==> src/rtl/core/alm_pkg.sv <==
package alm_pkg;

    // Fixed widths of the result fields
    localparam int LEVEL_W = 16;
    localparam int COUNT_W = 32;
    localparam int LEN_W   = 13;

    // Defaults for the top-level parameters
    localparam int BLOCK_MAX_DEFAULT   = 4096;
    localparam int SAMPLE_BITS_DEFAULT = 16;

    // Noise floor after reset: 1.0 in Q1.15
    localparam int FLOOR_ONE = 32768;

    // Commands from the controller to the datapath
    typedef struct packed {
        logic take;       // input transfer this cycle
        logic load;       // block closes: snapshot sums, update hold and counters
        logic div_step;   // one restoring-division step
        logic sqrt_init;  // load the root unit from the quotient
        logic sqrt_step;  // one digit of the square root
        logic publish;    // move the finished result into the output register
    } alm_cmd_t;

    // Status from the datapath to the controller
    typedef struct packed {
        logic close;      // the offered sample closes a block
        logic out_busy;   // output register holds a result not taken this cycle
    } alm_stat_t;

endpackage

==> src/rtl/core/alm_ctrl.sv <==
module alm_ctrl
    import alm_pkg::*;
#(
    parameter int BLOCK_MAX   = BLOCK_MAX_DEFAULT,
    parameter int SAMPLE_BITS = SAMPLE_BITS_DEFAULT
)
(
    input  logic      clk,
    input  logic      rst_n,
    input  logic      in_valid,
    output logic      in_ready,
    input  alm_stat_t stat,
    output alm_cmd_t  cmd
);

    localparam int CNT_W      = $clog2(BLOCK_MAX + 1);
    localparam int DIV_STEPS  = 2 * SAMPLE_BITS - 2 + CNT_W;
    localparam int ROOT_STEPS = SAMPLE_BITS;
    localparam int STEP_W     = $clog2(DIV_STEPS + 1);

    localparam logic [2:0] S_IDLE      = 3'd0;
    localparam logic [2:0] S_DIV       = 3'd1;
    localparam logic [2:0] S_ROOT_INIT = 3'd2;
    localparam logic [2:0] S_ROOT      = 3'd3;
    localparam logic [2:0] S_DONE      = 3'd4;

    logic [2:0]        state_reg, state_next;
    logic [STEP_W-1:0] step_reg, step_next;

    always_comb
    begin
        state_next = state_reg;
        step_next  = step_reg;
        cmd        = '0;
        in_ready   = (state_reg == S_IDLE);
        cmd.take   = in_valid & in_ready;
        unique case (state_reg)
            S_IDLE:
            begin
                if (cmd.take && stat.close)
                begin
                    cmd.load   = 1'b1;
                    step_next  = '0;
                    state_next = S_DIV;
                end
            end
            S_DIV:
            begin
                cmd.div_step = 1'b1;
                if (step_reg == STEP_W'(DIV_STEPS - 1))
                begin
                    state_next = S_ROOT_INIT;
                end
                else
                begin
                    step_next = step_reg + 1'b1;
                end
            end
            S_ROOT_INIT:
            begin
                cmd.sqrt_init = 1'b1;
                step_next     = '0;
                state_next    = S_ROOT;
            end
            S_ROOT:
            begin
                cmd.sqrt_step = 1'b1;
                if (step_reg == STEP_W'(ROOT_STEPS - 1))
                begin
                    state_next = S_DONE;
                end
                else
                begin
                    step_next = step_reg + 1'b1;
                end
            end
            S_DONE:
            begin
                // hold the result until the output register frees up
                if (!stat.out_busy)
                begin
                    cmd.publish = 1'b1;
                    state_next  = S_IDLE;
                end
            end
            default:
            begin
                state_next = S_IDLE;
            end
        endcase
    end

    always_ff @(posedge clk or negedge rst_n)
    begin
        if (!rst_n)
        begin
            state_reg <= S_IDLE;
            step_reg  <= '0;
        end
        else
        begin
            state_reg <= state_next;
            step_reg  <= step_next;
        end
    end

endmodule

==> src/rtl/core/alm_dp.sv <==
module alm_dp
    import alm_pkg::*;
#(
    parameter int BLOCK_MAX   = BLOCK_MAX_DEFAULT,
    parameter int SAMPLE_BITS = SAMPLE_BITS_DEFAULT
)
(
    input  logic                          clk,
    input  logic                          rst_n,
    input  alm_cmd_t                      cmd,
    output alm_stat_t                     stat,
    input  logic signed [SAMPLE_BITS-1:0] sample,
    input  logic                          last,
    input  logic                          overflow,
    output logic                          out_valid,
    input  logic                          out_ready,
    output logic [LEVEL_W-1:0]            rms_level,
    output logic [LEVEL_W-1:0]            mean_abs,
    output logic [LEVEL_W-1:0]            peak_level,
    output logic [LEVEL_W-1:0]            floor_level,
    output logic [COUNT_W-1:0]            blocks_seen,
    output logic [COUNT_W-1:0]            blocks_dropped,
    output logic [LEN_W-1:0]              block_length
);

    localparam int SB    = SAMPLE_BITS;
    localparam int CNT_W = $clog2(BLOCK_MAX + 1);
    localparam int SQ_W  = 2 * SB - 2 + CNT_W;
    localparam int ABS_W = SB - 1 + CNT_W;
    localparam int QW    = 2 * SB - 1;
    localparam int FL_W  = (SB > 16) ? SB : 16;

    // block accumulators
    logic [SQ_W-1:0]  sq_sum_reg;
    logic [ABS_W-1:0] abs_sum_reg;
    logic [SB-1:0]    block_peak_reg;
    logic [CNT_W-1:0] tally_reg;

    // running state across blocks
    logic [SB-1:0]      peak_hold_reg;
    logic [FL_W-1:0]    floor_reg;
    logic [COUNT_W-1:0] seen_reg;
    logic [COUNT_W-1:0] dropped_reg;

    // closed block, waiting for the divider and root unit
    logic [SB-1:0]      res_peak_reg;
    logic [COUNT_W-1:0] res_seen_reg;
    logic [COUNT_W-1:0] res_dropped_reg;
    logic [CNT_W-1:0]   res_len_reg;

    // divider: dividends shift out as quotients shift in
    logic [CNT_W-1:0] div_n_reg;
    logic [SQ_W-1:0]  dq_sq_reg;
    logic [SQ_W-1:0]  dq_abs_reg;
    logic [CNT_W-1:0] rem_sq_reg;
    logic [CNT_W-1:0] rem_abs_reg;

    // root unit
    logic [QW-1:0] root_v_reg;
    logic [QW:0]   root_reg;
    logic [QW-1:0] root_bit_reg;

    // output register
    logic               out_valid_reg;
    logic [LEVEL_W-1:0] rms_out_reg;
    logic [LEVEL_W-1:0] mean_out_reg;
    logic [LEVEL_W-1:0] peak_out_reg;
    logic [LEVEL_W-1:0] floor_out_reg;
    logic [COUNT_W-1:0] seen_out_reg;
    logic [COUNT_W-1:0] dropped_out_reg;
    logic [LEN_W-1:0]   len_out_reg;

    logic [SB-1:0]    mag;
    logic [2*SB-1:0]  mag_sq;
    logic [SQ_W-1:0]  sq_with;
    logic [ABS_W-1:0] abs_with;
    logic [SB-1:0]    peak_with;
    logic [CNT_W-1:0] tally_with;
    logic             full;

    logic [SQ_W-1:0]  snap_sq;
    logic [ABS_W-1:0] snap_abs;
    logic [SB-1:0]    snap_peak;
    logic [CNT_W-1:0] snap_n;
    logic             snap_ovf;

    logic [CNT_W:0]   trial_sq, trial_abs;
    logic             ge_sq, ge_abs;

    logic [QW:0]      root_trial;
    logic             root_ge;

    logic [FL_W-1:0]  floor_pub;

    // sample magnitude; the most negative code maps to 2^(SB-1)
    assign mag       = sample[SB-1] ? (~sample + 1'b1) : sample;
    assign mag_sq    = mag * mag;
    assign sq_with   = sq_sum_reg + SQ_W'(mag_sq);
    assign abs_with  = abs_sum_reg + ABS_W'(mag);
    assign peak_with = (mag > block_peak_reg) ? mag : block_peak_reg;
    assign tally_with = tally_reg + 1'b1;
    assign full      = (tally_reg == CNT_W'(BLOCK_MAX));

    assign stat.close    = full | last;
    assign stat.out_busy = out_valid_reg & ~out_ready;

    // a full block closes without the arriving sample and without overflow
    assign snap_sq   = full ? sq_sum_reg     : sq_with;
    assign snap_abs  = full ? abs_sum_reg    : abs_with;
    assign snap_peak = full ? block_peak_reg : peak_with;
    assign snap_n    = full ? tally_reg      : tally_with;
    assign snap_ovf  = ~full & overflow;

    assign trial_sq  = {rem_sq_reg, dq_sq_reg[SQ_W-1]};
    assign trial_abs = {rem_abs_reg, dq_abs_reg[SQ_W-1]};
    assign ge_sq     = (trial_sq >= {1'b0, div_n_reg});
    assign ge_abs    = (trial_abs >= {1'b0, div_n_reg});

    assign root_trial = root_reg + {1'b0, root_bit_reg};
    assign root_ge    = ({1'b0, root_v_reg} >= root_trial);

    assign floor_pub = ((root_reg != '0) && (root_reg < (QW + 1)'(floor_reg)))
                       ? FL_W'(root_reg) : floor_reg;

    always_ff @(posedge clk or negedge rst_n)
    begin
        if (!rst_n)
        begin
            sq_sum_reg     <= '0;
            abs_sum_reg    <= '0;
            block_peak_reg <= '0;
            tally_reg      <= '0;
            peak_hold_reg  <= '0;
            floor_reg      <= FL_W'(FLOOR_ONE);
            seen_reg       <= '0;
            dropped_reg    <= '0;
            out_valid_reg  <= 1'b0;
        end
        else
        begin
            if (cmd.take)
            begin
                priority if (full)
                begin
                    // arriving sample opens the next block
                    sq_sum_reg     <= SQ_W'(mag_sq);
                    abs_sum_reg    <= ABS_W'(mag);
                    block_peak_reg <= mag;
                    tally_reg      <= CNT_W'(1);
                end
                else if (last)
                begin
                    sq_sum_reg     <= '0;
                    abs_sum_reg    <= '0;
                    block_peak_reg <= '0;
                    tally_reg      <= '0;
                end
                else
                begin
                    sq_sum_reg     <= sq_with;
                    abs_sum_reg    <= abs_with;
                    block_peak_reg <= peak_with;
                    tally_reg      <= tally_with;
                end
            end
            if (cmd.load)
            begin
                if (snap_peak > peak_hold_reg)
                begin
                    peak_hold_reg <= snap_peak;
                end
                seen_reg <= seen_reg + 1'b1;
                if (snap_ovf)
                begin
                    dropped_reg <= dropped_reg + 1'b1;
                end
            end
            if (cmd.publish)
            begin
                floor_reg     <= floor_pub;
                out_valid_reg <= 1'b1;
            end
            else if (out_ready)
            begin
                out_valid_reg <= 1'b0;
            end
        end
    end

    always_ff @(posedge clk)
    begin
        if (cmd.load)
        begin
            res_peak_reg    <= (snap_peak > peak_hold_reg) ? snap_peak : peak_hold_reg;
            res_seen_reg    <= seen_reg + 1'b1;
            res_dropped_reg <= dropped_reg + COUNT_W'(snap_ovf);
            res_len_reg     <= snap_n;
            div_n_reg       <= snap_n;
            dq_sq_reg       <= snap_sq;
            dq_abs_reg      <= SQ_W'(snap_abs);
            rem_sq_reg      <= '0;
            rem_abs_reg     <= '0;
        end
        else if (cmd.div_step)
        begin
            rem_sq_reg  <= ge_sq  ? CNT_W'(trial_sq - {1'b0, div_n_reg})  : CNT_W'(trial_sq);
            rem_abs_reg <= ge_abs ? CNT_W'(trial_abs - {1'b0, div_n_reg}) : CNT_W'(trial_abs);
            dq_sq_reg   <= {dq_sq_reg[SQ_W-2:0], ge_sq};
            dq_abs_reg  <= {dq_abs_reg[SQ_W-2:0], ge_abs};
        end

        if (cmd.sqrt_init)
        begin
            root_v_reg   <= QW'(dq_sq_reg);
            root_reg     <= '0;
            root_bit_reg <= QW'(1) << (QW - 1);
        end
        else if (cmd.sqrt_step)
        begin
            if (root_ge)
            begin
                root_v_reg <= QW'({1'b0, root_v_reg} - root_trial);
                root_reg   <= (root_reg >> 1) + {1'b0, root_bit_reg};
            end
            else
            begin
                root_reg <= root_reg >> 1;
            end
            root_bit_reg <= root_bit_reg >> 2;
        end

        if (cmd.publish)
        begin
            rms_out_reg     <= LEVEL_W'(root_reg);
            mean_out_reg    <= LEVEL_W'(dq_abs_reg);
            peak_out_reg    <= LEVEL_W'(res_peak_reg);
            floor_out_reg   <= LEVEL_W'(floor_pub);
            seen_out_reg    <= res_seen_reg;
            dropped_out_reg <= res_dropped_reg;
            len_out_reg     <= LEN_W'(res_len_reg);
        end
    end

    assign out_valid      = out_valid_reg;
    assign rms_level      = rms_out_reg;
    assign mean_abs       = mean_out_reg;
    assign peak_level     = peak_out_reg;
    assign floor_level    = floor_out_reg;
    assign blocks_seen    = seen_out_reg;
    assign blocks_dropped = dropped_out_reg;
    assign block_length   = len_out_reg;

endmodule

==> src/rtl/core/audio_block_level_meter_top.sv <==
// Audio block level meter.
// Input channel (in_valid/in_ready): one signed sample per transfer, with last
// marking the final sample of a block and overflow taken with that sample.
// A sample that arrives when BLOCK_MAX samples are already held closes the held
// block (overflow treated as clear) and starts the next block.
// Output channel (out_valid/out_ready): one result per closed block with RMS,
// mean magnitude, peak hold, noise floor, block counters and block length.
// Throughput: one sample per cycle while the sequencer is idle. A closing transfer
// starts the divider and root unit; in_ready stays low while the bit-serial
// restoring divider and the one digit per cycle square root run and until the
// result is published. The result appears on out_valid in the same cycle that
// in_ready returns high.
// A stalled receiver: the result sits in the output register while the next
// block is accumulated. The next closing transfer is still taken, but its result
// then holds in the divider and root unit and in_ready stays low until the
// output register drains.
// Reset clears the accumulators, counters and peak hold and sets the noise
// floor to 1.0 (32768); no result is pending after reset.
module audio_block_level_meter_top
    import alm_pkg::*;
#(
    parameter int BLOCK_MAX   = BLOCK_MAX_DEFAULT,
    parameter int SAMPLE_BITS = SAMPLE_BITS_DEFAULT
)
(
    input  logic                          clk,
    input  logic                          rst_n,
    input  logic                          in_valid,
    output logic                          in_ready,
    input  logic signed [SAMPLE_BITS-1:0] sample,
    input  logic                          last,
    input  logic                          overflow,
    output logic                          out_valid,
    input  logic                          out_ready,
    output logic [LEVEL_W-1:0]            rms_level,
    output logic [LEVEL_W-1:0]            mean_abs,
    output logic [LEVEL_W-1:0]            peak_level,
    output logic [LEVEL_W-1:0]            floor_level,
    output logic [COUNT_W-1:0]            blocks_seen,
    output logic [COUNT_W-1:0]            blocks_dropped,
    output logic [LEN_W-1:0]              block_length
);

    alm_cmd_t  cmd;
    alm_stat_t stat;

    // sequencer: accept, divide, root, publish
    alm_ctrl #(
        .BLOCK_MAX   (BLOCK_MAX),
        .SAMPLE_BITS (SAMPLE_BITS)
    ) u_ctrl (
        .clk      (clk),
        .rst_n    (rst_n),
        .in_valid (in_valid),
        .in_ready (in_ready),
        .stat     (stat),
        .cmd      (cmd)
    );

    // accumulators, divider, root unit and output register
    alm_dp #(
        .BLOCK_MAX   (BLOCK_MAX),
        .SAMPLE_BITS (SAMPLE_BITS)
    ) u_dp (
        .clk            (clk),
        .rst_n          (rst_n),
        .cmd            (cmd),
        .stat           (stat),
        .sample         (sample),
        .last           (last),
        .overflow       (overflow),
        .out_valid      (out_valid),
        .out_ready      (out_ready),
        .rms_level      (rms_level),
        .mean_abs       (mean_abs),
        .peak_level     (peak_level),
        .floor_level    (floor_level),
        .blocks_seen    (blocks_seen),
        .blocks_dropped (blocks_dropped),
        .block_length   (block_length)
    );

endmodule
==> config.mk <==
export PLATFORM = sky130hd
export DESIGN_NAME = audio_block_level_meter_top
export DESIGN_NICKNAME = d
export VERILOG_FILES = /design/src/rtl/core/alm_pkg.sv /design/src/rtl/core/alm_ctrl.sv /design/src/rtl/core/alm_dp.sv /design/src/rtl/core/audio_block_level_meter_top.sv
export SDC_FILE = /design/constraint.sdc
export NUM_CORES = 2
export LEC_CHECK = 0
export ABC_AREA = 1
export BUFFER_PORTS_ARGS = -buffer_cell sky130_fd_sc_hd__buf_4
export CAP_MARGIN = 20
export CORE_ASPECT_RATIO = 0.8
export CORE_MARGIN = 5
export CORE_UTILIZATION = 50
export CTS_CLUSTER_DIAMETER = 30
export CTS_CLUSTER_SIZE = 8
export DETAILED_ROUTE_END_ITERATION = 8
export PLACE_DENSITY = 0.67
export SYNTH_ARGS = -nofsm -noshare
export SYNTH_HDL_FRONTEND = slang
export SYNTH_SLANG_ARGS = --single-unit
==> constraint.sdc <==
create_clock -name clk -period 10.05 [get_ports clk]
set_clock_uncertainty 0.05 [all_clocks]
set_input_delay 1.005 -clock clk [delete_from_list [all_inputs] [get_ports clk]]
set_output_delay 1.005 -clock clk [all_outputs]
set_load 0.01 [all_outputs]
==> impl_summary.log <==
[metrics] outcome: finished clean
[metrics] Post-Syn Instances: about 5500
[metrics] per-instance average area after synthesis: 8.10 sq um
[metrics] Synth async-reset ratio: approximately 33%
[metrics] largest net degree at the start of global routing: just over 100
[metrics] multiplexer area fraction after synthesis: 0%
[metrics] Port Buf Inserts: ~160
[metrics] total area of multi-input combinational cells: between 20000 and 25000 sq um
[metrics] worst-case headroom to the max-slew limit: 24.8%
[metrics] Synth Area in Compound Gates: 10.9%
[metrics] kind of start point of the critical path: input pin
[metrics] endpoint class of the critical path: flip-flop
[metrics] total die area: 95900 sq um
[metrics] Min-Delay Path Class: input pin to asynchronous set/reset pin
[metrics] Slowest Stage Delay on Critical Path: 560 ps
[metrics] share of final-layout standard cells stronger than drive strength 1: 8.84%
[metrics] number of enable-type register cells in the synthesized netlist: 336
[metrics] clk_lat worst skew: 720 ps
[metrics] post-CTS sizing: 0
[metrics] global-route wire length before repair: 206000 microns
[metrics] Root Driver: clkbuf_16
[metrics] portion of synthesized cell area occupied by the leading cell type: 22.5%
[metrics] flip-flop and latch area: 17000 sq um
[metrics] antenna diode instance count: 0
[metrics] RSZ-0062 raised after global routing: no
[metrics] routability congestion estimate: 0.996
[metrics] Std-Cell Rows: 98
[metrics] aggregate global-route resource usage: 26.8%
[metrics] hold violation total from the final report: 0
[metrics] nets@finish: 6244
[metrics] worst-case clock buffer depth: 3
[metrics] type of the worst setup path: input pin to flip-flop
[metrics] commonest register cell after synthesis: edfxtp_1
[metrics] TritonCTS clock tree: done
[metrics] total clock sinks: 631
[metrics] synthesized flop and latch total: roughly 630
[metrics] number of antenna violations at the first check in global routing: 0
[metrics] Simple-Gate Fraction of Synth Area: between 20% and 30%
[metrics] cts bufs inserted: ~130
[metrics] die width: 345 microns
[metrics] worst endpoint required time: 10420 ps
[metrics] critical-path maximum fanout: 8
[metrics] CTS clock-pin slew for the worst setup and hold paths: 50 ps
[metrics] max-slew violation count: 0
[metrics] number of routed nets with antenna violations: 0
[metrics] cell area after synthesis: 44900 sq um
[metrics] post-route clock period utilization: ~93%
[metrics] violation count after the first detailed-routing iteration: 3634
[metrics] post-synthesis adder-cell area fraction: 15.7%
[metrics] number of max-cap violations: 0
[metrics] number of synthesis warnings: 0
[metrics] Worst-Margin Slew: 1120 ps
[metrics] Core Region: 89300 sq um
[metrics] time the final worst path needs with I/O delays and setup: 9300 ps
[metrics] initial core utilization: between 50% and 60%
[metrics] combinational family with the most area after synthesis: simple AND/OR/NAND/NOR gates
[metrics] via total after detailed routing: 38621
[metrics] cell type with the largest total area after synthesis: edfxtp_1
[metrics] total setup violations reported at the end of the flow: 0
[metrics] Ports: 165
[metrics] slowest library cell on the worst path: fa_1
[metrics] number of detailed-route iterations in the first pass: 6
[metrics] number of setup buffers added after CTS: 0
[metrics] leading cell types by total area after synthesis: edfxtp_1 (22%), dfrtp_1 (11%), nand2_1 (11%)
[metrics] final wirelength: ~130000 microns
[metrics] data arrival time of the critical path: 9670 ps
[metrics] distinct cell type count after synthesis: 62
[metrics] height of the die: 278 microns
[metrics] via count normalized by instance count: 5.46
[metrics] remaining routing DRC violations: 0
[metrics] xor and xnor fraction of the mapped netlist area: 4.92%
[metrics] HPWL reported at the end of detailed placement: just under 100000 microns
[metrics] H-Tree Depth: 4
[metrics] area delta synth->final: 15.8%
[metrics] post-synthesis sequential area ratio: 37.9%
[metrics] cts-stage hold buffer count: 0
[metrics] Avg WL per Cell: 18.2 microns
[metrics] Post-synth top cells: nand2_1 (1283), inv_1 (803), nor2_1 (427)
[metrics] number of inserted filler cells in the final layout: 8066
[metrics] via count of the first global-routing pass: approximately 37000
[metrics] Sum Neg Setup Slack: 0 ps
[metrics] grt total ovfl: 0
[metrics] timing-limited maximum frequency: 0.107 GHz
[metrics] most repeated cell in the gate-level netlist after synthesis: nand2_1
-- layout by cell type, fill, tap and decap left out, drive strengths merged, types with 21 or more instances in the layout --
master  instances
ha            295
clkinv         48
nand4          57
fa            167
inv           820
a21oi         274
dfxtp          89
or2            23
and2           42
a21o           31
xnor2          64
buf           223
nand2        1301
a22oi          25
a31oi          31
nor3           89
nand3         365
o211ai         21
edfxtp        336
xor2          186
clkbuf        181
o21ai         376
dfrtp         205
nor2          438
o21bai         24
o22ai          43
-- path summary, 6_finish.rpt --
kind                                        from              endpoint  slack [ps]  depth (start not counted)
max                                    sample[0]    u_dp.dq_sq_reg[20]         750                         34
min                                        rst_n    u_dp.floor_reg[14]         260                          1
max reg2reg                     u_dp.root_reg[0]   u_dp.root_v_reg[26]        3800                         30
min reg2reg                u_dp.res_seen_reg[10]  u_dp.blocks_seen[10]         350                          0
max in group asynchronous                  rst_n   u_dp.sq_sum_reg[19]        8250                          2
min in group clk           u_dp.res_seen_reg[10]  u_dp.blocks_seen[10]         350                          0
-- routing by layer --
metal | vias to the layer above | wire length [microns] | GRT usage, %
met3 | 186 | 12600 | 6.55
met2 | 1506 | 51900 | 37.5
li1 | 18677 | - | -
met5 | - | 0 | 0
met1 | 18252 | 61700 | 41.7
met4 | 0 | 2390 | 6.68
-- metrics by stage --
stage	hold WS, ps	cell area, sq um	cells	worst slack (ps)	utilization [%]
2_1_floorplan	350	44900	5552	900	-
3_3_place_gp	352	47500	6823	353	53.2
3_5_place_dp	355	47500	6823	257	53.2
4_1_cts	297	52000	7071	1000	58.2
5_1_grt	341	52000	7072	148	58.2
6_report	257	52000	7072	747	58.2
-- area by class of cell --
class / count / area share (%)
clock buffer: 181 / 7.03
timing repair buffer: 223 / 3.26
clock inverter: 67 / 1.57
inverter: 822 / 5.97
sequential: 631 / 32.8
tap: 1200 / 2.89
multi-input combinational: 3948 / 46.5
-- critical path: cells and delay by family --
kind | cells | cell delay [ps]
compound gates | 6 | 1800
buf+inv | 8 | 960
fa+ha+maj | 9 | 3930
xor+xnor | 1 | 480
simple gates | 10 | 1490
-- kinds of logic (layout without fill, tap and decap cells) --
group | after synthesis | after routing
DFF | 631 | 631
xor gates and xnor gates | 250 | 250
AOI/OAI and AO/OA | 874 | 874
and+or+nand+nor | 2351 | 2351
adders and majority gates | 462 | 462
buffers and inverters | 973 | 1293
other | 2 | 11
Power is left out: the tool's default activity adds up to more than one toggle a clock period on the data nets, which glitch-free logic cannot reach.
